## src/design/vhc_pkg.sv

```systemverilog
// ----------------------------------------------------------------------------
// vhc_pkg
// Shared types and constants of the vote histogram confidence unit.
// ----------------------------------------------------------------------------
`default_nettype none

package vhc_pkg;

  localparam int RD_W = 16;
  localparam int PD_W = 15;
  localparam int PH_W = 14;
  localparam int THR_W = 16;
  localparam int CAND_W = 9;
  localparam int SYM_W = 8;
  localparam int WIN_W = 8;

  localparam logic [1:0] CFG_ROUNDS = 2'd0;
  localparam logic [1:0] CFG_THRESH = 2'd1;
  localparam logic [1:0] CFG_CAND   = 2'd2;

  localparam logic [RD_W-1:0]   ROUNDS_RST = 16'd100;
  localparam logic [THR_W-1:0]  THRESH_RST = 16'd1;
  localparam logic [CAND_W-1:0] CAND_RST   = 9'd256;

  typedef enum logic [1:0] {
    CMD_SAMPLE = 2'd0,
    CMD_CLEAR  = 2'd1,
    CMD_HALVE  = 2'd2,
    CMD_EVAL   = 2'd3
  } vhc_cmd_t;

  typedef enum logic [3:0] {
    ST_CLEAR,
    ST_IDLE,
    ST_MOD,
    ST_RD,
    ST_WR,
    ST_CHK,
    ST_HALVE,
    ST_SCAN,
    ST_MUL,
    ST_DEC,
    ST_EMIT
  } vhc_state_t;

  typedef struct packed {
    logic clr;
    logic push;
    logic mul;
  } vhc_scan_ctl_t;

endpackage

`default_nettype wire

```

## src/design/vhc_scan.sv

```systemverilog
// ----------------------------------------------------------------------------
// vhc_scan
// Histogram scan: tracks maximum, runner-up, tie and total over a bin stream,
// then judges whether the maximum is a confident winner.
// ----------------------------------------------------------------------------
`default_nettype none

module vhc_scan import vhc_pkg::*; #(
  parameter int CB = 32,
  parameter int AW = 8,
  parameter int NW = 9
) (
  input  wire logic             clk,
  input  wire vhc_scan_ctl_t    ctl,
  input  wire logic [CB-1:0]    value,
  input  wire logic [AW-1:0]    idx,
  input  wire logic [NW-1:0]    n,
  input  wire logic [THR_W-1:0] threshold,
  output logic                  ok,
  output logic      [AW-1:0]    best
);

  localparam int TW = CB + AW;
  localparam int PW = CB + NW;
  localparam int MW = (CB > THR_W) ? CB : THR_W;

  logic [CB-1:0] top_r;
  logic [CB-1:0] sec_r;
  logic          tie_r;
  logic [AW-1:0] best_r;
  logic [TW-1:0] tot_r;
  logic [PW-1:0] prod_r;
  logic [CB-1:0] half;
  logic          lead_ok;
  logic          avg_fail;

  always_ff @(posedge clk) begin
    if (ctl.clr) begin
      top_r  <= '0;
      sec_r  <= '0;
      tie_r  <= 1'b0;
      best_r <= '0;
      tot_r  <= '0;
    end else if (ctl.push) begin
      tot_r <= tot_r + TW'(value);
      if (value > top_r) begin
        sec_r  <= top_r;
        top_r  <= value;
        best_r <= idx;
        tie_r  <= 1'b0;
      end else if ((value == top_r) && (top_r != '0)) begin
        tie_r <= 1'b1;
      end else if (value > sec_r) begin
        sec_r <= value;
      end
    end
  end

  assign half = (top_r >> 1) + CB'(1);

  always_ff @(posedge clk) begin
    if (ctl.mul) begin
      prod_r <= PW'(half) * PW'(n);
    end
  end

  assign lead_ok  = ((CB+1)'(top_r - sec_r)) >= ((CB+1)'(top_r >> 3) + (CB+1)'(2));
  assign avg_fail = PW'(tot_r) >= prod_r;

  assign ok = (top_r != '0) && (MW'(top_r) >= MW'(threshold)) && !tie_r
              && lead_ok && !avg_fail;
  assign best = best_r;

endmodule

`default_nettype wire

```

## config.mk

```make
export PLATFORM = sky130hd
export DESIGN_NAME = vhc_scan
export DESIGN_NICKNAME = d
export VERILOG_FILES = /design/src/design/vhc_pkg.sv /design/src/design/vhc_scan.sv
export SDC_FILE = /design/constraint.sdc
export NUM_CORES = 1
export LEC_CHECK = 0
export ABC_AREA = 0
export BUFFER_PORTS_ARGS = -buffer_cell sky130_fd_sc_hd__buf_2
export CAP_MARGIN = 10
export CORE_MARGIN = 10
export CORE_UTILIZATION = 59
export DETAILED_ROUTE_END_ITERATION = 10
export PLACE_DENSITY = 0.86
export SYNTH_ARGS = -nofsm -noshare
export SYNTH_HDL_FRONTEND = slang
export SYNTH_SLANG_ARGS = --single-unit
```

## constraint.sdc

```tcl
create_clock -name clk -period 6.6 [get_ports clk]
set_input_delay 0.99 -clock clk [delete_from_list [all_inputs] [get_ports clk]]
set_output_delay 0.99 -clock clk [all_outputs]
set_load 0.1 [all_outputs]
```

==> results_dict.tcl, run 1 <==
set metrics [dict create \
    slowest_stage "fa_1" \
    clk_pin_slew_ns 0.07 \
    reg2reg_slack_ns -0.03 \
    routed_wirelength_microns 62800 \
    yosysTopAreaCellShare_pct 19.2 \
    antenna-diode-count 0 \
    wl_per_cell_microns 19.1 \
    min_period_over_period_pct 100 \
    grt.total_usage_pct 25.9 \
    ff2ff_path_depth 27 \
    min_path_type "register to register" \
    grt_setup_unrepaired "true" \
    status "finished, violations left" \
    p_comb_share_pct 59.0 \
    cp_max_fo 6 \
    netlist_top_cells_count "inv_1, ha_1, fa_1" \
    yosysMostFrequentCell "inv_1" \
    worstSkewPairLatency_ns 0.46 \
    synth_largest_area_cell "fa_1" \
    pre_cts_ws_ns -0.236 \
    finalHoldViolCount 0 \
    die_w_microns 214 \
    synth-async-reset-ratio_pct 0 \
    root_buffer "clkbuf_16" \
    h-tree-depth 4 \
    crit_type "register to register" \
    synth_top_flop_cell "dfxtp_1" \
    initial_core_util_pct 59.4 \
    syn_nets 3154 \
    grt_first_pass_wirelength_microns 98400 \
    fin_ws_ns -0.0269 \
    period_needed_ns 6.63 \
    cpMostUsedCell "fa_1" \
    cts_buffer_depth 2 \
    critPathArrivalTime_ns 6.85 \
    crit-reg2reg-launch "top_r[5]" \
    ant_nets 0 \
    drive_gt1_share_pct 14.3 \
    cellPowerDensity_nw_per_um2 220 \
    cts_tree "done" \
    clockPowerShare_pct 17.9 \
    ios 78 \
    p_int_mw 3.13 \
    worst-path-buf-inv 6 \
    worstMarginPinSlew_ns 1.19 \
    post-dp-hpwl_microns 48300 \
    irDropWorstVdd_uv 190 \
    synth_cells 2594 \
    grt_max_degree 89 \
    yosysSeqAreaShare_pct 15.7 \
    end_kind "register" \
    viasPerCell 6.01 \
    grt_overflow 0 \
    cts_buffers 17 \
    violations "negative setup slack" \
    finalMaxSlewViolations 0 \
    crit_family "adder cells" \
    syn-cell-area_sq_um 22200 \
    hold_start "tot_r[7]" \
    sequentialPowerShare_pct 23.1 \
    finalSetupViolCount 3 \
    ys_seq_elements 154 \
    grt_antenna_before_repair 0 \
    synth_enable_flop_cells 41 \
    cp-start-kind "register" \
    cts-hold-fix-buffers 0 \
    syn_area_per_cell_sq_um 8.56 \
    drv_cap 0 \
    fmax_mhz 151 \
    setup_tns_ns -0.0475 \
    io_buffers 77 \
    leakage_nw 12.5 \
    drc 0 \
    max_stage_delay_ns 0.55 \
    ys_warn_count 0 \
    rows 71 \
    slew_headroom_pct 20.3 \
    clock_sinks 154 \
    area_growth_syn_to_layout_pct 13.9 \
    skew_ns 0.0102 \
    grt_pass1_vias 20000 \
    p_sw_mw 2.43 \
    hold_end "tot_r[7]" \
    final_net_count 3315 \
    drt_iter0_drc 1647 \
    place.gp.congestion 1.02 \
    cp.required_ns 6.82 \
    dieHeight_microns 214 \
    swShare_pct 43.8 \
    vias 19700 \
    synth.area.top_cells "fa_1, ha_1, dfxtp_1" \
    die-area_sq_um 45800 \
    yosysUniqueCellTypes 84 \
    dr.pass1.iters 5 \
    rr_endpoint "prod_r[39]" \
    hold_depth 2 \
    core_area_sq_um 37400 \
]
[cell families after synthesis]
group	share of synthesized area (%)
multiplexers	3.92
buffers and inverters	8.26
adder cells (fa/ha/maj)	34.9
AND/OR/NAND/NOR	17.6
flip-flops	15.7
AO/OA/AOI/OAI	14.2
XOR/XNOR	5.46
[per-stage QoR]
stage	power [mW]	hold WS [ns]	cell area (sq um)	utilization, %	cells
CTS	5.36	0.492	24500	65.6	3255
floorplan	3.53	0.462	22200	-	2594
finish	5.56	0.494	25300	67.7	3279
detailed placement	4.36	0.484	23900	63.8	3222
global route	5.98	0.517	25300	67.7	3279
global placement	4.20	0.469	23900	63.8	3222
[final cells by class]
class                           instances  area, sq um
Clock inverter                         14          135
Timing Repair Buffer                  226         1570
Sequential cell                       154         3500
Inverter                              398         1490
Fill cell                            2726        12100
Tap cell                              511          639
Clock buffer                           18          439
Multi-Input combinational cell       1958        17500
[registers in the layout (all words and copies together), names as in the netlist]
| register | flops |
|---|---|
| best | 8 |
| tot_r | 40 |
| top_r | 32 |
| tie_r | 1 |
| prod_r | 41 |
| sec_r | 32 |
[layout by cell type, fill, tap and decap left out, types with 11 or more instances in the layout]
| cell type | instances |
|---|---|
| nand3_1 | 34 |
| ha_1 | 265 |
| o21a_1 | 14 |
| xor2_1 | 27 |
| a31o_2 | 11 |
| buf_2 | 76 |
| o21ai_1 | 25 |
| clkbuf_16 | 17 |
| o21ai_0 | 66 |
| edfxtp_1 | 41 |
| nor3_1 | 25 |
| a21o_1 | 91 |
| a21oi_1 | 138 |
| buf_4 | 137 |
| xnor2_1 | 97 |
| nand2b_1 | 19 |
| o211ai_1 | 11 |
| dfxtp_1 | 107 |
| a31oi_1 | 15 |
| mux2i_1 | 87 |
| nand4_1 | 44 |
| and3_1 | 15 |
| and2_1 | 155 |
| fa_1 | 213 |
| a211oi_1 | 13 |
| nand2_1 | 192 |
| nor2_1 | 140 |
| nor4_1 | 14 |
| nor2b_1 | 39 |
| ha_4 | 12 |
| inv_1 | 388 |
[worst min-delay path, delay by kind of cell, from the launching register on]
kind            cells  cell delay (ns)
flops               1             0.33
simple gates        1             0.07
compound gates      1             0.05
[power groups by stage]
stage               clock network (mW)  registers (mW)  logic [mW]
global placement                     0            1.29        2.91
floorplan                            0            1.29        2.24
global route                      1.03            1.29        3.66
CTS                              0.991            1.28        3.09
finish                           0.994            1.28        3.28
detailed placement                   0            1.30        3.06
[worst max path at each step]
| stage | from | end | slack (ns) | depth (start not counted) |
|---|---|---|---|---|
| after floorplan | top_r[4] | prod_r[40] | 0.003 | 26 |
| after global placement | top_r[4] | prod_r[40] | 0.0004 | 24 |
| after detailed placement | top_r[4] | prod_r[40] | -0.24 | 27 |
| after CTS | top_r[12] | prod_r[40] | -0.06 | 25 |
| after global routing | top_r[5] | prod_r[39] | -0.21 | 27 |
| final | top_r[5] | prod_r[39] | -0.03 | 27 |
[layer usage]
layer / vias up / wire (microns) / track usage (%)
li1: 9042 / - / -
met1: 9636 / 24700 / 31.2
met2: 880 / 30800 / 45.0
met3: 150 / 4750 / 3.37
met4: 0 / 2480 / 12.3
met5: - / 0 / 0
[what timing repair did]
action	in CTS	in global routing
resized for setup	14	119
pin swaps	5	72
buffers inserted	1	24
setup endpoints to repair	6	18
No activity file was read; power rests on OpenSTA's default activity.
==> inputs of run 2 (changes only) <==
--- a/config.mk
+++ b/config.mk
@@ -9,9 +9,9 @@
 export BUFFER_PORTS_ARGS = -buffer_cell sky130_fd_sc_hd__buf_2
 export CAP_MARGIN = 10
 export CORE_MARGIN = 10
-export CORE_UTILIZATION = 59
+export CORE_UTILIZATION = 50
 export DETAILED_ROUTE_END_ITERATION = 10
-export PLACE_DENSITY = 0.86
+export PLACE_DENSITY = 0.76
 export SYNTH_ARGS = -nofsm -noshare
 export SYNTH_HDL_FRONTEND = slang
 export SYNTH_SLANG_ARGS = --single-unit
==> results_dict.tcl, run 2 (synthesized netlist as in run 1, its figures left out) <==
set metrics [dict create \
    grt_pass1_vias 19700 \
    seqCellArea_sq_um 3500 \
    p_comb_share_pct 58.3 \
    routed_wirelength_microns 62700 \
    grt_antenna_before_repair 2 \
    multi_input_area_sq_um 17600 \
    final_common_cell "inv_1" \
    max_stage_delay_ns 0.56 \
    cts_buffer_depth 2 \
    grt_max_degree 61 \
    place.gp.congestion 0.967 \
    drt_iter0_drc 1430 \
    dr.pass1.iters 8 \
    grt.total_usage_pct 23.0 \
    top_regs "prod_r (41), tot_r (40)" \
    leakage_nw 12.5 \
    finalHoldViolCount 0 \
    crit_type "register to register" \
    irDropWorstVdd_uv 147 \
    cp.required_ns 6.81 \
    initial_core_util_pct 50.5 \
    worstMarginPinSlew_ns 1.07 \
    cts-hold-fix-buffers 0 \
    crit-reg2reg-launch "top_r[4]" \
    fmax_mhz 154 \
    slew_headroom_pct 28.0 \
    clock_sinks 154 \
    end_kind "register" \
    pre_cts_ws_ns -0.177 \
    placed_cell_area_sq_um 24000 \
    sequentialPowerShare_pct 22.7 \
    root_buffer "clkbuf_16" \
    worstSkewPairLatency_ns 0.47 \
    grt_setup_unrepaired "true" \
    clk_pin_slew_ns 0.06 \
    ios 78 \
    fin_ws_ns 0.0941 \
    cp_max_fo 8 \
    final_net_count 3314 \
    post-dp-hpwl_microns 49100 \
    cellPowerDensity_nw_per_um2 220 \
    slowest_stage "fa_1" \
    grt_overflow 0 \
    clockPowerShare_pct 19.0 \
    min_period_over_period_pct 98.6 \
    drc 0 \
    dieHeight_microns 231 \
    min_path_type "register to register" \
    largest_reg_flops 41 \
    cts_buffers 17 \
    hold_start "best[2]" \
    nFillCells 3764 \
    reg2reg_slack_ns 0.09 \
    io_buffers 77 \
    area_growth_syn_to_layout_pct 14.8 \
    final_cell_mix "inv_1, ha_1, fa_1" \
    finalMaxSlewViolations 0 \
    cts_tree "done" \
    die-area_sq_um 53300 \
    utilization_pct 57.9 \
    status "complete, no violations" \
    final_area_sq_um 25500 \
    crit_path_start "top_r[4]" \
    p_int_mw 3.22 \
    viasPerCell 5.71 \
    h-tree-depth 4 \
    p_sw_mw 2.40 \
    drv_cap 0 \
    largest-register "prod_r" \
    finalSetupViolCount 0 \
    grt_first_pass_wirelength_microns 100000 \
    die_w_microns 231 \
    cp-start-kind "register" \
    drive_gt1_share_pct 14.5 \
    skew_ns 0.0109 \
    ant_nets 0 \
    rows 77 \
    wl_per_cell_microns 18.7 \
    cpMostUsedCell "fa_1" \
    period_needed_ns 6.51 \
    critPathArrivalTime_ns 6.72 \
    core_area_sq_um 44000 \
    swShare_pct 42.7 \
    vias 19200 \
]
[run 2: path summary, 6_finish.rpt]
check	cells past startpoint	to
worst max-delay path	28	prod_r[40]
worst min-delay path	2	best[2]
worst max register to register	28	prod_r[40]
worst min register to register	2	best[2]
[run 2: worst max-delay path, delay by kind of cell (launching register included)]
kind                     cells  cell delay (ns)
AO/OA/AOI/OAI                4             0.80
flip-flops                   1             0.36
AND/OR/NAND/NOR             10             1.74
XOR/XNOR                     2             0.30
buffers and inverters        7             0.69
adder cells (fa/ha/maj)      5             2.34
[run 2: layout make-up]
type                            count  area share (%)
Antenna cell                        1         0.00981
Clock buffer                       21            1.89
Clock inverter                     11           0.550
Inverter                          398            5.86
Multi-Input combinational cell   1958            68.9
Sequential cell                   154            13.7
Tap cell                          592            2.90
Timing Repair Buffer              225            6.11
[run 2: what timing repair did]
| item | 4_1_cts | 5_1_grt |
|---|---|---|
| pin swaps | 5 | 63 |
| endpoints found under the setup margin | 2 | 21 |
| resized for setup | 15 | 124 |
| buffers inserted | 1 | 20 |
[run 2: power groups by stage]
stage          combinational, mW  sequential, mW  clock [mW]
2_1_floorplan               2.24            1.29           0
3_3_place_gp                2.95            1.29           0
3_5_place_dp                3.07            1.29           0
4_1_cts                     3.11            1.28        1.07
5_1_grt                     3.68            1.29        1.11
6_report                    3.28            1.28        1.07
[run 2: routing by layer]
metal | wire length [microns] | global-route usage (%) | part of all wire, % | vias to the layer above
li1 | - | - | - | 9027
met1 | 26300 | 28.2 | 42 | 9421
met2 | 31000 | 40.7 | 49 | 598
met3 | 3320 | 3.00 | 5.3 | 123
met4 | 2100 | 8.26 | 3.4 | 2
met5 | 7 | 0 | 0.011 | -
[run 2: per-stage QoR]
step	hold slack (ns)	power, mW	instances	setup TNS (ns)
finish	0.500	5.62	3360	0
global route	0.529	6.08	3360	-0.896
CTS	0.496	5.45	3339	0
detailed placement	0.479	4.36	3306	-0.258
global placement	0.468	4.24	3306	0
floorplan	0.462	3.53	2594	0
