--- src/design/vhc_pkg.sv ---
// ----------------------------------------------------------------------------
// vhc_pkg
// Shared types and constants of the vote histogram confidence unit.
// ----------------------------------------------------------------------------
`default_nettype none

package vhc_pkg;

  localparam int RD_W = 16;
  localparam int PD_W = 15;
  localparam int PH_W = 14;
  localparam int THR_W = 16;
  localparam int CAND_W = 9;
  localparam int SYM_W = 8;
  localparam int WIN_W = 8;

  localparam logic [1:0] CFG_ROUNDS = 2'd0;
  localparam logic [1:0] CFG_THRESH = 2'd1;
  localparam logic [1:0] CFG_CAND   = 2'd2;

  localparam logic [RD_W-1:0]   ROUNDS_RST = 16'd100;
  localparam logic [THR_W-1:0]  THRESH_RST = 16'd1;
  localparam logic [CAND_W-1:0] CAND_RST   = 9'd256;

  typedef enum logic [1:0] {
    CMD_SAMPLE = 2'd0,
    CMD_CLEAR  = 2'd1,
    CMD_HALVE  = 2'd2,
    CMD_EVAL   = 2'd3
  } vhc_cmd_t;

  typedef enum logic [3:0] {
    ST_CLEAR,
    ST_IDLE,
    ST_MOD,
    ST_RD,
    ST_WR,
    ST_CHK,
    ST_HALVE,
    ST_SCAN,
    ST_MUL,
    ST_DEC,
    ST_EMIT
  } vhc_state_t;

  typedef struct packed {
    logic clr;
    logic push;
    logic mul;
  } vhc_scan_ctl_t;

endpackage

`default_nettype wire

--- src/design/vhc_rem_unit.sv ---
// ----------------------------------------------------------------------------
// vhc_rem_unit
// Restoring remainder unit, one quotient bit per cycle.
// ----------------------------------------------------------------------------
`default_nettype none

module vhc_rem_unit import vhc_pkg::*; (
  input  wire logic            clk,
  input  wire logic            rst_n,
  input  wire logic            start,
  input  wire logic [RD_W-1:0] dividend,
  input  wire logic [PD_W-1:0] divisor,
  output logic                 done,
  output logic      [PH_W-1:0] rem
);

  logic [RD_W-1:0] q_r;
  logic [PH_W-1:0] rem_r;
  logic [4:0]      cnt_r;
  logic            busy_r;
  logic            done_r;
  logic [PD_W-1:0] trial;

  assign trial = {rem_r, q_r[RD_W-1]};

  always_ff @(posedge clk) begin
    if (!rst_n) begin
      busy_r <= 1'b0;
      done_r <= 1'b0;
      cnt_r  <= '0;
    end else begin
      done_r <= busy_r && (cnt_r == 5'd1);
      if (start) begin
        busy_r <= 1'b1;
        cnt_r  <= 5'(RD_W);
      end else if (busy_r) begin
        cnt_r <= cnt_r - 5'd1;
        if (cnt_r == 5'd1) begin
          busy_r <= 1'b0;
        end
      end
    end
  end

  always_ff @(posedge clk) begin
    if (start) begin
      q_r   <= dividend;
      rem_r <= '0;
    end else if (busy_r) begin
      q_r <= {q_r[RD_W-2:0], 1'b0};
      if (trial >= divisor) begin
        rem_r <= PH_W'(trial - divisor);
      end else begin
        rem_r <= PH_W'(trial);
      end
    end
  end

  assign done = done_r;
  assign rem  = rem_r;

endmodule

`default_nettype wire

--- config.mk ---
export PLATFORM = sky130hd
export DESIGN_NAME = vhc_rem_unit
export DESIGN_NICKNAME = d
export VERILOG_FILES = /design/src/design/vhc_pkg.sv /design/src/design/vhc_rem_unit.sv
export SDC_FILE = /design/constraint.sdc
export NUM_CORES = 1
export LEC_CHECK = 0
export ABC_AREA = 1
export BUFFER_PORTS_ARGS = -buffer_cell sky130_fd_sc_hd__buf_4
export CAP_MARGIN = 5
export CORE_UTILIZATION = 50
export CTS_BUF_LIST = sky130_fd_sc_hd__clkbuf_8
export CTS_CLUSTER_DIAMETER = 200
export DETAILED_ROUTE_END_ITERATION = 7
export PLACE_DENSITY = 0.73
export SETUP_SLACK_MARGIN = 0.5
export SYNTH_ARGS = -nofsm -noshare
export SYNTH_HDL_FRONTEND = slang
export SYNTH_SLANG_ARGS = --single-unit
--- constraint.sdc ---
create_clock -name clk -period 2.2 [get_ports clk]
set_clock_uncertainty 0.1 [all_clocks]
set_input_delay 0.11 -clock clk [delete_from_list [all_inputs] [get_ports clk]]
set_output_delay 0.11 -clock clk [all_outputs]
set_load 0.05 [all_outputs]
==> results of run 1 <==
layout by cell type, fill, tap and decap left out, drive strengths merged, types with 2 or more instances in the layout:
cell type    count
edfxtp          16
o21ai            3
nand2          149
xnor2            5
buf             84
dfxtp           21
xor2             4
a21oi           10
nor2            39
nand4           10
nand3           30
dlygate4sd3     17
clkinv           3
o21bai           2
clkbuf           5
ha              17
inv             55
cell usage after synthesis (all sizes together):
library cell | count | share of area [%]
and3 | 1 | 0.24
and2 | 1 | 0.29
xor2 | 4 | 1.3
edfxtp | 16 | 18
dfxtp | 21 | 16
nand3 | 27 | 5.8
fa | 1 | 0.77
o21bai | 2 | 0.57
ha | 17 | 8.1
a211oi | 1 | 0.29
o21ai | 3 | 0.57
nor3 | 1 | 0.19
nor2 | 39 | 7.1
nand2 | 149 | 22
nand4 | 10 | 3.0
clkbuf | 3 | 0.43
a21oi | 10 | 2.5
a31oi | 1 | 0.24
buf | 3 | 1.2
or2 | 1 | 0.34
o211ai | 1 | 0.29
inv | 54 | 7.8
xnor2 | 5 | 1.7
nor4 | 1 | 0.24
a21boi | 1 | 0.29
clkinv | 2 | 0.29
power groups by stage:
stage	combinational, W	sequential (W)	clock [W]
after global routing	0.000435	0.000772	0.000649
after CTS	0.000367	0.000766	0.000610
after floorplan	0.000188	0.000785	0
after detailed placement	0.000290	0.000781	0
after global placement	0.000288	0.000779	0
final	0.000400	0.000767	0.000612
worst min path at each step:
stage / endpoint / slack [ps] / cells past startpoint
after CTS: rem[0] / 100 / 5
after global placement: busy_r / 260 / 3
after global routing: busy_r / 160 / 3
after detailed placement: busy_r / 270 / 3
after floorplan: cnt_r[4] / 140 / 2
final: busy_r / 130 / 3
sequential cells by signal, indices dropped and copies added (netlist names):
register	cells
busy_r	1
done	1
q_r	16
rem	14
cnt_r	5
per-layer routing:
layer / track usage (%) / vias to the layer above / wire [µm]
li1: - / 1403 / -
met1: 34.86 / 1343 / 3357
met2: 57.78 / 146 / 4155
met3: 8.808 / 53 / 638
met4: 19.50 / 0 / 452
met5: 0 / - / 0
metrics by stage:
| stage | power, W | worst slack [ps] |
|---|---|---|
| 3_5_place_dp | 0.001072 | 145.7 |
| 5_1_grt | 0.001855 | 109.3 |
| 3_3_place_gp | 0.001068 | 162.4 |
| 2_1_floorplan | 0.0009732 | 384.4 |
| 4_1_cts | 0.001744 | 259.8 |
| 6_report | 0.001780 | 195.0 |
worst reg2reg max path: cells and delay by family, from the launching register on:
family          cells  cell delay, ps
simple gates        5             420
buf+inv             2             150
xor+xnor            1             190
flops               1             390
compound gates      1             150
fa+ha+maj           2             500
logic make-up (layout without fill, tap and decap cells):
group,Yosys count,after routing,synth area share (%)
and+or+nand+nor,230,233,39.13
buffers and inverters,62,165,9.722
DFF,37,37,34.48
AOI/OAI and AO/OA,19,19,4.742
adders and majority gates,18,18,8.908
xor gates and xnor gates,9,9,3.017
layout make-up:
type / count / area [µm²]
clock inverters: 3 / 42.54
repair buffers: 101 / 824.5
well taps: 67 / 83.83
inverters: 56 / 215.2
clock buffers: 5 / 68.82
flip-flops and latches: 37 / 953.4
fillers: 304 / 769.5
multi-input cells: 279 / 1922
repair_timing:
| item | CTS | global route |
|---|---|---|
| endpoints found under the setup margin | 14 | 14 |
| endpoints found under the hold margin | 19 | 0 |
| pin swaps | 30 | 23 |
| setup buffers | 26 | 7 |
| gates resized for setup | 40 | 18 |
| cloned | 3 | 0 |
| hold buffers | 17 | 0 |
==> metrics.txt, run 1 <==
worst-margin pin slew about 430 ps; Starting Density between 50% and 60%; post-synthesis cell count 375; P per Cell Area roughly 430 mW/mm²; relative slew slack 70.99%; r2r worst-path depth 11; maximum operating frequency around 500 MHz; Syn Area/Cell 6.967 µm²; RSZ-0062 raised after global routing true; Mapped Area 0.002613 mm²; # IOs a little under 50; H-tree levels 2; CP arrival roughly 2100 ps; fin area approximately 0.0041 mm²; Post-Syn Nets 427; Clock Path Buffers 2; Hold Worst Slack between 100 and 150 ps; Yosys reg bits 37; Placed Instances approximately 490; Post-Route Setup TNS 0 ps; critical path class reg2reg; core box area around 0.0049 mm²; max-cap check violation count 0; Final Hold Fails 0; class of the worst hold path in2reg; Worst Setup End Kind flop; Die W around 74 µm; Seq/Total Area, Yosys about a third; clock group share of total power between 30% and 40%; cell mode on critical path nand2_1; Area Overhead vs Synth 57.33%; crit path cell chain inv_2 -> ha_4 -> inv_4 -> fa_2 -> nand3_2 -> nand3_4 -> a21oi_2 -> xor2_1 -> nand2_1 -> nand2_1 -> nand2_1; routed wire length per instance between 15 and 20 µm; yosys warns 0; Final min period around 2000 ps; non-filler cells in the finished layout 548; clk sinks 37; total CTS buffers 5; first-pass GRT wire length about 13 mm; DRT Wirelength 8.603 mm; sw power 0.0005112 W; library cells used by synthesis 38; Detail Route Antenna Nets 0; stages on the worst setup path 11; crit path launch type flop; Setup-failing EPs final 0; CP peak stage delay 390 ps; Final Cycle Share roughly nine tenths; final layout net count between 500 and 600; clock transition at the registers of the reported paths roughly 90 ps; Crit path max-delay family adder cells; vias in the first global route around 3k; port buffer count between 40 and 50; Gate power share between 20 and 25%; Skew-Pair Late Insertion Delay 300 ps; CTS tree yes; hold path startpoint start; via count between 2k and 3k; CTS Root Cell clkbuf_8; outcome finished clean; Post-DP HPWL about 4.7 mm; GRT Total Usage 32.68%; Net Sw Frac ~29%; CP max FO 4; DP Area 0.003292 mm²; Flop pwr share between 40% and 50%; Antenna diodes 0; Die Height around 74 µm; DRC 0; Finished Core Util between 80% and 90%; gpl congestion ~0.89; Worst Setup EP rem[8]; Pins Over Slew Limit 0; initial antenna violation count 0; FF-to-FF Start q_r[15]; Critical Path Source q_r[15]; global route overflow 0; Pint about 0.0013 W; layout cell share with drive strength beyond 1 around 38%; VDD IR max between 0.4 and 0.5 mV; Iteration-0 DRC Markers 214; R2R Setup Slk 190 ps; # rows 25; die area roughly 0.0055 mm²; Worst EP required 2290 ps; largest net degree at the start of global routing 21; vias per cell 5.374; worst path buffer plus inverter count 2; Slowest-stage cell, CP edfxtp_1; FF-to-FF End rem[8]; Initial DRT Pass Iterations 5; Pleak just over 2 nW
Power figures use the tool's default switching activity.
==> run 2, diff against run 1 <==
==> constraint.sdc (replaced) <==
create_clock -name clk -period 2.18 [get_ports clk]
set_clock_uncertainty 0.1 [all_clocks]
set_input_delay 0.109 -clock clk [delete_from_list [all_inputs] [get_ports clk]]
set_output_delay 0.109 -clock clk [all_outputs]
set_load 0.05 [all_outputs]
==> run 2 against run 1 <==
The run now ends with negative hold slack left; count of clock-buffer cells in the layout did not move; fmax rose by 0.62%; flip-flop and latch count did not move; highest routed layer unchanged; largest power group unchanged; critical endpoint unchanged; critical path type unchanged; combinational power fell by 4%; register-to-register slack barely moved; die area did not move; via count fell by 5.9%; critical path depth did not move.
==> metrics.txt, run 2 (synthesis gave the netlist of run 1 again) <==
outcome finished, violations left (was finished clean); failing checks negative hold slack; CTS tree yes (unchanged); largest net degree at the start of global routing 21 (unchanged); clock transition at the registers of the reported paths 80 ps (was 90 ps); max-cap check violation count 0 (unchanged); top register by number of flip-flops q_r (unchanged); CP max FO 4 (unchanged); total CTS buffers 5 (unchanged); Die W 74.29 µm (unchanged); # rows 25 (unchanged); Initial DRT Pass Iterations 4 (was 5); critical path class reg2reg (unchanged); die area 0.005518 mm² (unchanged); Pleak 1.946 nW (was 2.023 nW); Detail Route Antenna Nets 0 (unchanged); Setup-failing EPs final 0 (unchanged); P per Cell Area 440.3 mW/mm² (was 433.0 mW/mm²); RSZ-0062 raised after global routing true (unchanged); Final min period 1993 ps (was 2005 ps); port buffer count 48 (unchanged); layout cell share with drive strength beyond 1 36.65% (was 38.46%); Worst Setup End Kind flop (unchanged); Antenna diodes 0 (unchanged); Starting Density 53.54% (unchanged); first-pass GRT wire length 11.77 mm (was 13.43 mm); gpl congestion 0.8917 (was 0.8920); commonest non-fill, non-tap cell in the layout nand2_1 (unchanged); Hold Worst Slack -2.169 ps (was 131.4 ps); most frequent cells in the layout 130 x nand2_1, 71 x buf_4, 50 x inv_1 (was 126 x nand2_1, 80 x buf_4, 51 x inv_1); # IOs 49 (unchanged); clk sinks 37 (unchanged); vias per cell 5.141 (was 5.374); Largest register FFs 16 (unchanged); CP arrival 2080 ps (was 2100 ps); Placed Instances 487 (unchanged); GRT Total Usage 28.27% (was 32.68%); via count 2771 (was 2945); # fillers 319 (was 304); class of the worst hold path in2reg (unchanged); Clock Path Buffers 2 (unchanged); Area Overhead vs Synth 52.35% (was 57.33%); core box area 0.004880 mm² (unchanged); maximum operating frequency 501.8 MHz (was 498.7 MHz); Final Hold Fails 1 (was 0); DRC 0 (unchanged); relative slew slack 70.45% (was 70.99%); Die Height 74.29 µm (unchanged); Post-DP HPWL 4.762 mm (was 4.719 mm); CTS Root Cell clkbuf_8 (unchanged); DRT Wirelength 7.733 mm (was 8.603 mm); worst-margin pin slew 440.5 ps (was 432.5 ps); Pins Over Slew Limit 0 (unchanged); non-filler cells in the finished layout 539 (was 548); final layout net count 523 (was 532); Worst EP required 2270 ps (was 2290 ps); Skew-Pair Late Insertion Delay 290 ps (was 300 ps); Final Cycle Share 91.41% (was 91.14%); Iteration-0 DRC Markers 251 (was 214); routed wire length per instance 14.35 µm (was 15.70 µm); Post-Route Setup TNS 0 ps (unchanged); crit path launch type flop (unchanged); vias in the first global route 2653 (was 2986); initial antenna violation count 0 (unchanged); H-tree levels 2 (unchanged); VDD IR max 0.4879 mV (was 0.4459 mV); global route overflow 0 (unchanged)
run 2: final timing paths:
| check | start | to | slack, ps | depth (start not counted) |
|---|---|---|---|---|
| setup / recovery | q_r[15] | rem[8] | 190 | 11 |
| hold / removal | dividend[12] | q_r[12] | -2 | 3 |
| setup reg to reg | q_r[15] | rem[8] | 190 | 11 |
| hold reg to reg | cnt_r[4] | cnt_r[4] | 370 | 2 |
run 2: critical path: stages, from the launching register on:
cell and delay, ps:
edfxtp_1 380, inv_2 110, ha_4 140, inv_4 40, fa_2 350, nand3_2 100, nand3_4 110, a21oi_2 150
xor2_1 190, nand2_1 110, nand2_1 70, nand2_1 50
run 2: repair_timing:
item	4_1_cts	5_1_grt
endpoints found under the hold margin	17	0
setup endpoints to repair	14	14
hold buffers	15	0
buffers inserted	18	8
gates resized for setup	32	16
gates cloned	3	0
pin swaps	23	31
run 2: metal layers:
layer | vias up | GRT usage, % | part of all wire [%]
met5 | - | 0 | 0
met2 | 118 | 48.99 | 49
met1 | 1240 | 34.01 | 41
met3 | 32 | 6.098 | 6.3
li1 | 1381 | - | -
met4 | 0 | 11.74 | 3.8
run 2: power breakdown:
part,leakage [nW],switching [W],internal (W)
logic,1.55,0.000203,0.000181
clock network,0.0518,0.000259,0.000337
registers,0.346,0.0000187,0.000754
total,1.95,0.000480,0.00127
run 2: layout make-up:
type | count | area (µm²) | area share (%)
sequential | 37 | 953.4 | 23.95
multi-input combinational | 279 | 1869 | 46.97
clock inverter | 3 | 41.29 | 1.037
inverter | 56 | 212.7 | 5.344
tap | 67 | 83.83 | 2.106
clock buffer | 5 | 68.82 | 1.729
timing repair buffer | 92 | 750.7 | 18.86
run 2: stage by stage:
stage | cell area (µm²) | hold WS, ps | total power, W | util (%) | setup WS (ps)
floorplan | 2869 | 141.2 | 0.0009821 | - | 364.4
global placement | 3292 | 261.5 | 0.001077 | 67.46 | 142.3
detailed placement | 3292 | 266.2 | 0.001082 | 67.46 | 127.5
CTS | 3849 | 1.337 | 0.001733 | 78.87 | 244.2
global route | 3980 | 1.084 | 0.001832 | 81.56 | 130.3
finish | 3980 | -2.169 | 0.001752 | 81.56 | 187.3
==> run 3, diff against run 2 <==
--- a/config.mk
+++ b/config.mk
@@ -6,13 +6,12 @@
 export NUM_CORES = 1
 export LEC_CHECK = 0
 export ABC_AREA = 1
-export BUFFER_PORTS_ARGS = -buffer_cell sky130_fd_sc_hd__buf_4
 export CAP_MARGIN = 5
 export CORE_UTILIZATION = 50
-export CTS_BUF_LIST = sky130_fd_sc_hd__clkbuf_8
 export CTS_CLUSTER_DIAMETER = 200
 export DETAILED_ROUTE_END_ITERATION = 7
-export PLACE_DENSITY = 0.73
+export DONT_BUFFER_PORTS = 1
+export PLACE_DENSITY = 0.65
 export SETUP_SLACK_MARGIN = 0.5
 export SYNTH_ARGS = -nofsm -noshare
 export SYNTH_HDL_FRONTEND = slang
==> run 3 against run 2 <==
The flow now finishes without violations; fmax up 1.4%; register-to-register slack improved by 30 ps; routed wire length decreased by 2.1%; hold slack improved by 15 ps; via count decreased by 4.9%; utilization is 6.2 points lower; critical path type unchanged; flip-flop and latch count unchanged; critical path depth stayed put; die area is the same; combinational power fell by 16%; cell count is 7.1% lower.
==> metrics.txt, run 3 (synthesis gave the netlist of run 1 again) <==
first-pass GRT wire length 11.32 mm (was 11.77 mm); Worst Setup End Kind flop (unchanged); crit path launch type flop (unchanged); top register by number of flip-flops q_r (unchanged); CP arrival 2070 ps (was 2080 ps); DRT Wirelength 7.572 mm (was 7.733 mm); CTS Root Cell clkbuf_8 (unchanged); die area 0.005518 mm² (unchanged); Area Overhead vs Synth 40.80% (was 52.35%); Iteration-0 DRC Markers 186 (was 251); class of the worst hold path in2reg (unchanged); Die Height 74.29 µm (unchanged); P per Cell Area 463.6 mW/mm² (was 440.3 mW/mm²); non-filler cells in the finished layout 501 (was 539); clk sinks 37 (unchanged); Placed Instances 449 (was 487); grt met3 use 4.743% (was 6.098%); layout cell share with drive strength beyond 1 28.80% (was 36.65%); VDD IR max 0.4353 mV (was 0.4879 mV); total CTS buffers 5 (unchanged); initial antenna violation count 0 (unchanged); Pins Over Slew Limit 0 (unchanged); clock transition at the registers of the reported paths 90 ps (was 80 ps); Final Cycle Share 90.12% (was 91.41%); routed wire length per instance 15.11 µm (was 14.35 µm); vias in the first global route 2488 (was 2653); CP max FO 4 (unchanged); max-cap check violation count 0 (unchanged); Detail Route Antenna Nets 0 (unchanged); GRT busiest layer met2 (unchanged); relative slew slack 55.64% (was 70.45%); Antenna diodes 0 (unchanged); met1 Use GR 34.78% (was 34.01%); via count 2634 (was 2771); met2 Track Usage GR 48.79% (was 48.99%); gpl congestion 0.8799 (was 0.8917); Starting Density 53.54% (unchanged); maximum operating frequency 509.0 MHz (was 501.8 MHz); port buffer count 0 (was 48); Post-DP HPWL 4.646 mm (was 4.762 mm); worst-margin pin slew 663.2 ps (was 440.5 ps); Post-Route Setup TNS 0 ps (unchanged); H-tree levels 2 (unchanged); Initial DRT Pass Iterations 5 (was 4); # IOs 49 (unchanged); final layout net count 485 (was 523); critical path class reg2reg (unchanged); Final min period 1965 ps (was 1993 ps); Largest register FFs 16 (unchanged); vias per cell 5.257 (was 5.141); GRT Total Usage 27.97% (was 28.27%); largest net degree at the start of global routing 19 (was 21); global route overflow 0 (unchanged); # rows 25 (unchanged); Setup-failing EPs final 0 (unchanged); Hold Worst Slack 12.72 ps (was -2.169 ps); CTS tree yes (unchanged); core box area 0.004880 mm² (unchanged); DRC 0 (unchanged); Skew-Pair Late Insertion Delay 300 ps (was 290 ps); Clock Path Buffers 2 (unchanged); most frequent cells in the layout 132 x nand2_1, 52 x inv_1, 30 x buf_4 (was 130 x nand2_1, 71 x buf_4, 50 x inv_1); Pleak 1.763 nW (was 1.946 nW); Die W 74.29 µm (unchanged); Worst EP required 2280 ps (was 2270 ps); Finished Core Util 75.38% (was 81.56%); outcome finished clean (was finished, violations left); RSZ-0062 raised after global routing true (unchanged); Final Hold Fails 0 (was 1); commonest non-fill, non-tap cell in the layout nand2_1 (unchanged)
-- run 3: cell count changes in the layout (fill, tap and decap cells not counted), moves of 2 or more --
| cell | previous run | this run |
|---|---|---|
| buf_4 | 71 | 30 |
| dlygate4sd3_1 | 15 | 18 |
| inv_1 | 50 | 52 |
| nand2_1 | 130 | 132 |
| nor2_2 | 10 | 8 |
| nor2_4 | 5 | 7 |
| xnor2_1 | 3 | 5 |
| xnor2_2 | 2 | 0 |
-- run 3: final cells by class --
type                    instances  area [µm²]
multi-input cells             279        1836
fillers                       356        1201
flip-flops and latches         37       953.4
repair buffers                 54       481.7
inverters                      56       214.0
well taps                      67       83.83
clock buffers                   5       68.82
clock inverters                 3       41.29
-- run 3: report_power, final --
group | switching, W | total (W) | internal, W
Sequential | 0.0000187 | 0.000773 | 0.000755
Combinational | 0.000189 | 0.000322 | 0.000133
Clock | 0.000273 | 0.000610 | 0.000337
-- run 3: metrics by stage --
stage | cell area [µm²] | total power [W] | setup WS, ps
6_report | 3679 | 0.001705 | 215.3
5_1_grt | 3679 | 0.001767 | 192.5
4_1_cts | 3535 | 0.001684 | 297.8
3_5_place_dp | 3007 | 0.001030 | 168.3
3_3_place_gp | 3007 | 0.001026 | 188.5
2_1_floorplan | 2869 | 0.0009821 | 364.4
-- run 3: worst paths after layout --
check / from / endpoint / slack [ps] / cells after the start
hold / removal: divisor[0] / rem[0] / 10 / 4
hold reg to reg: cnt_r[4] / cnt_r[4] / 390 / 2
setup / recovery: q_r[15] / rem[6] / 220 / 11
setup reg to reg: q_r[15] / rem[6] / 220 / 11
-- run 3: per-layer routing --
metal	part of all wire, %	vias to the layer above
li1	-	1305
met1	43	1193
met4	3.4	0
met2	49	109
met3	5.1	27
met5	0	-
-- run 3: worst max-delay path, cell delays in order, from the launching register on --
cell      delay, ps
edfxtp_1        390
inv_2            90
ha_4            120
inv_2            40
fa_2            350
nand3_2          90
nand3_4         110
a21oi_2         170
xor2_1          180
nand2_1          90
nand2_1          80
nand2_1          40
-- run 3: repair_timing --
item	CTS	global route
setup buffers	15	8
hold buffers	18	0
setup endpoints to repair	14	14
cloned	3	0
pin swaps	16	18
endpoints found under the hold margin	28	0
gates resized for setup	21	20
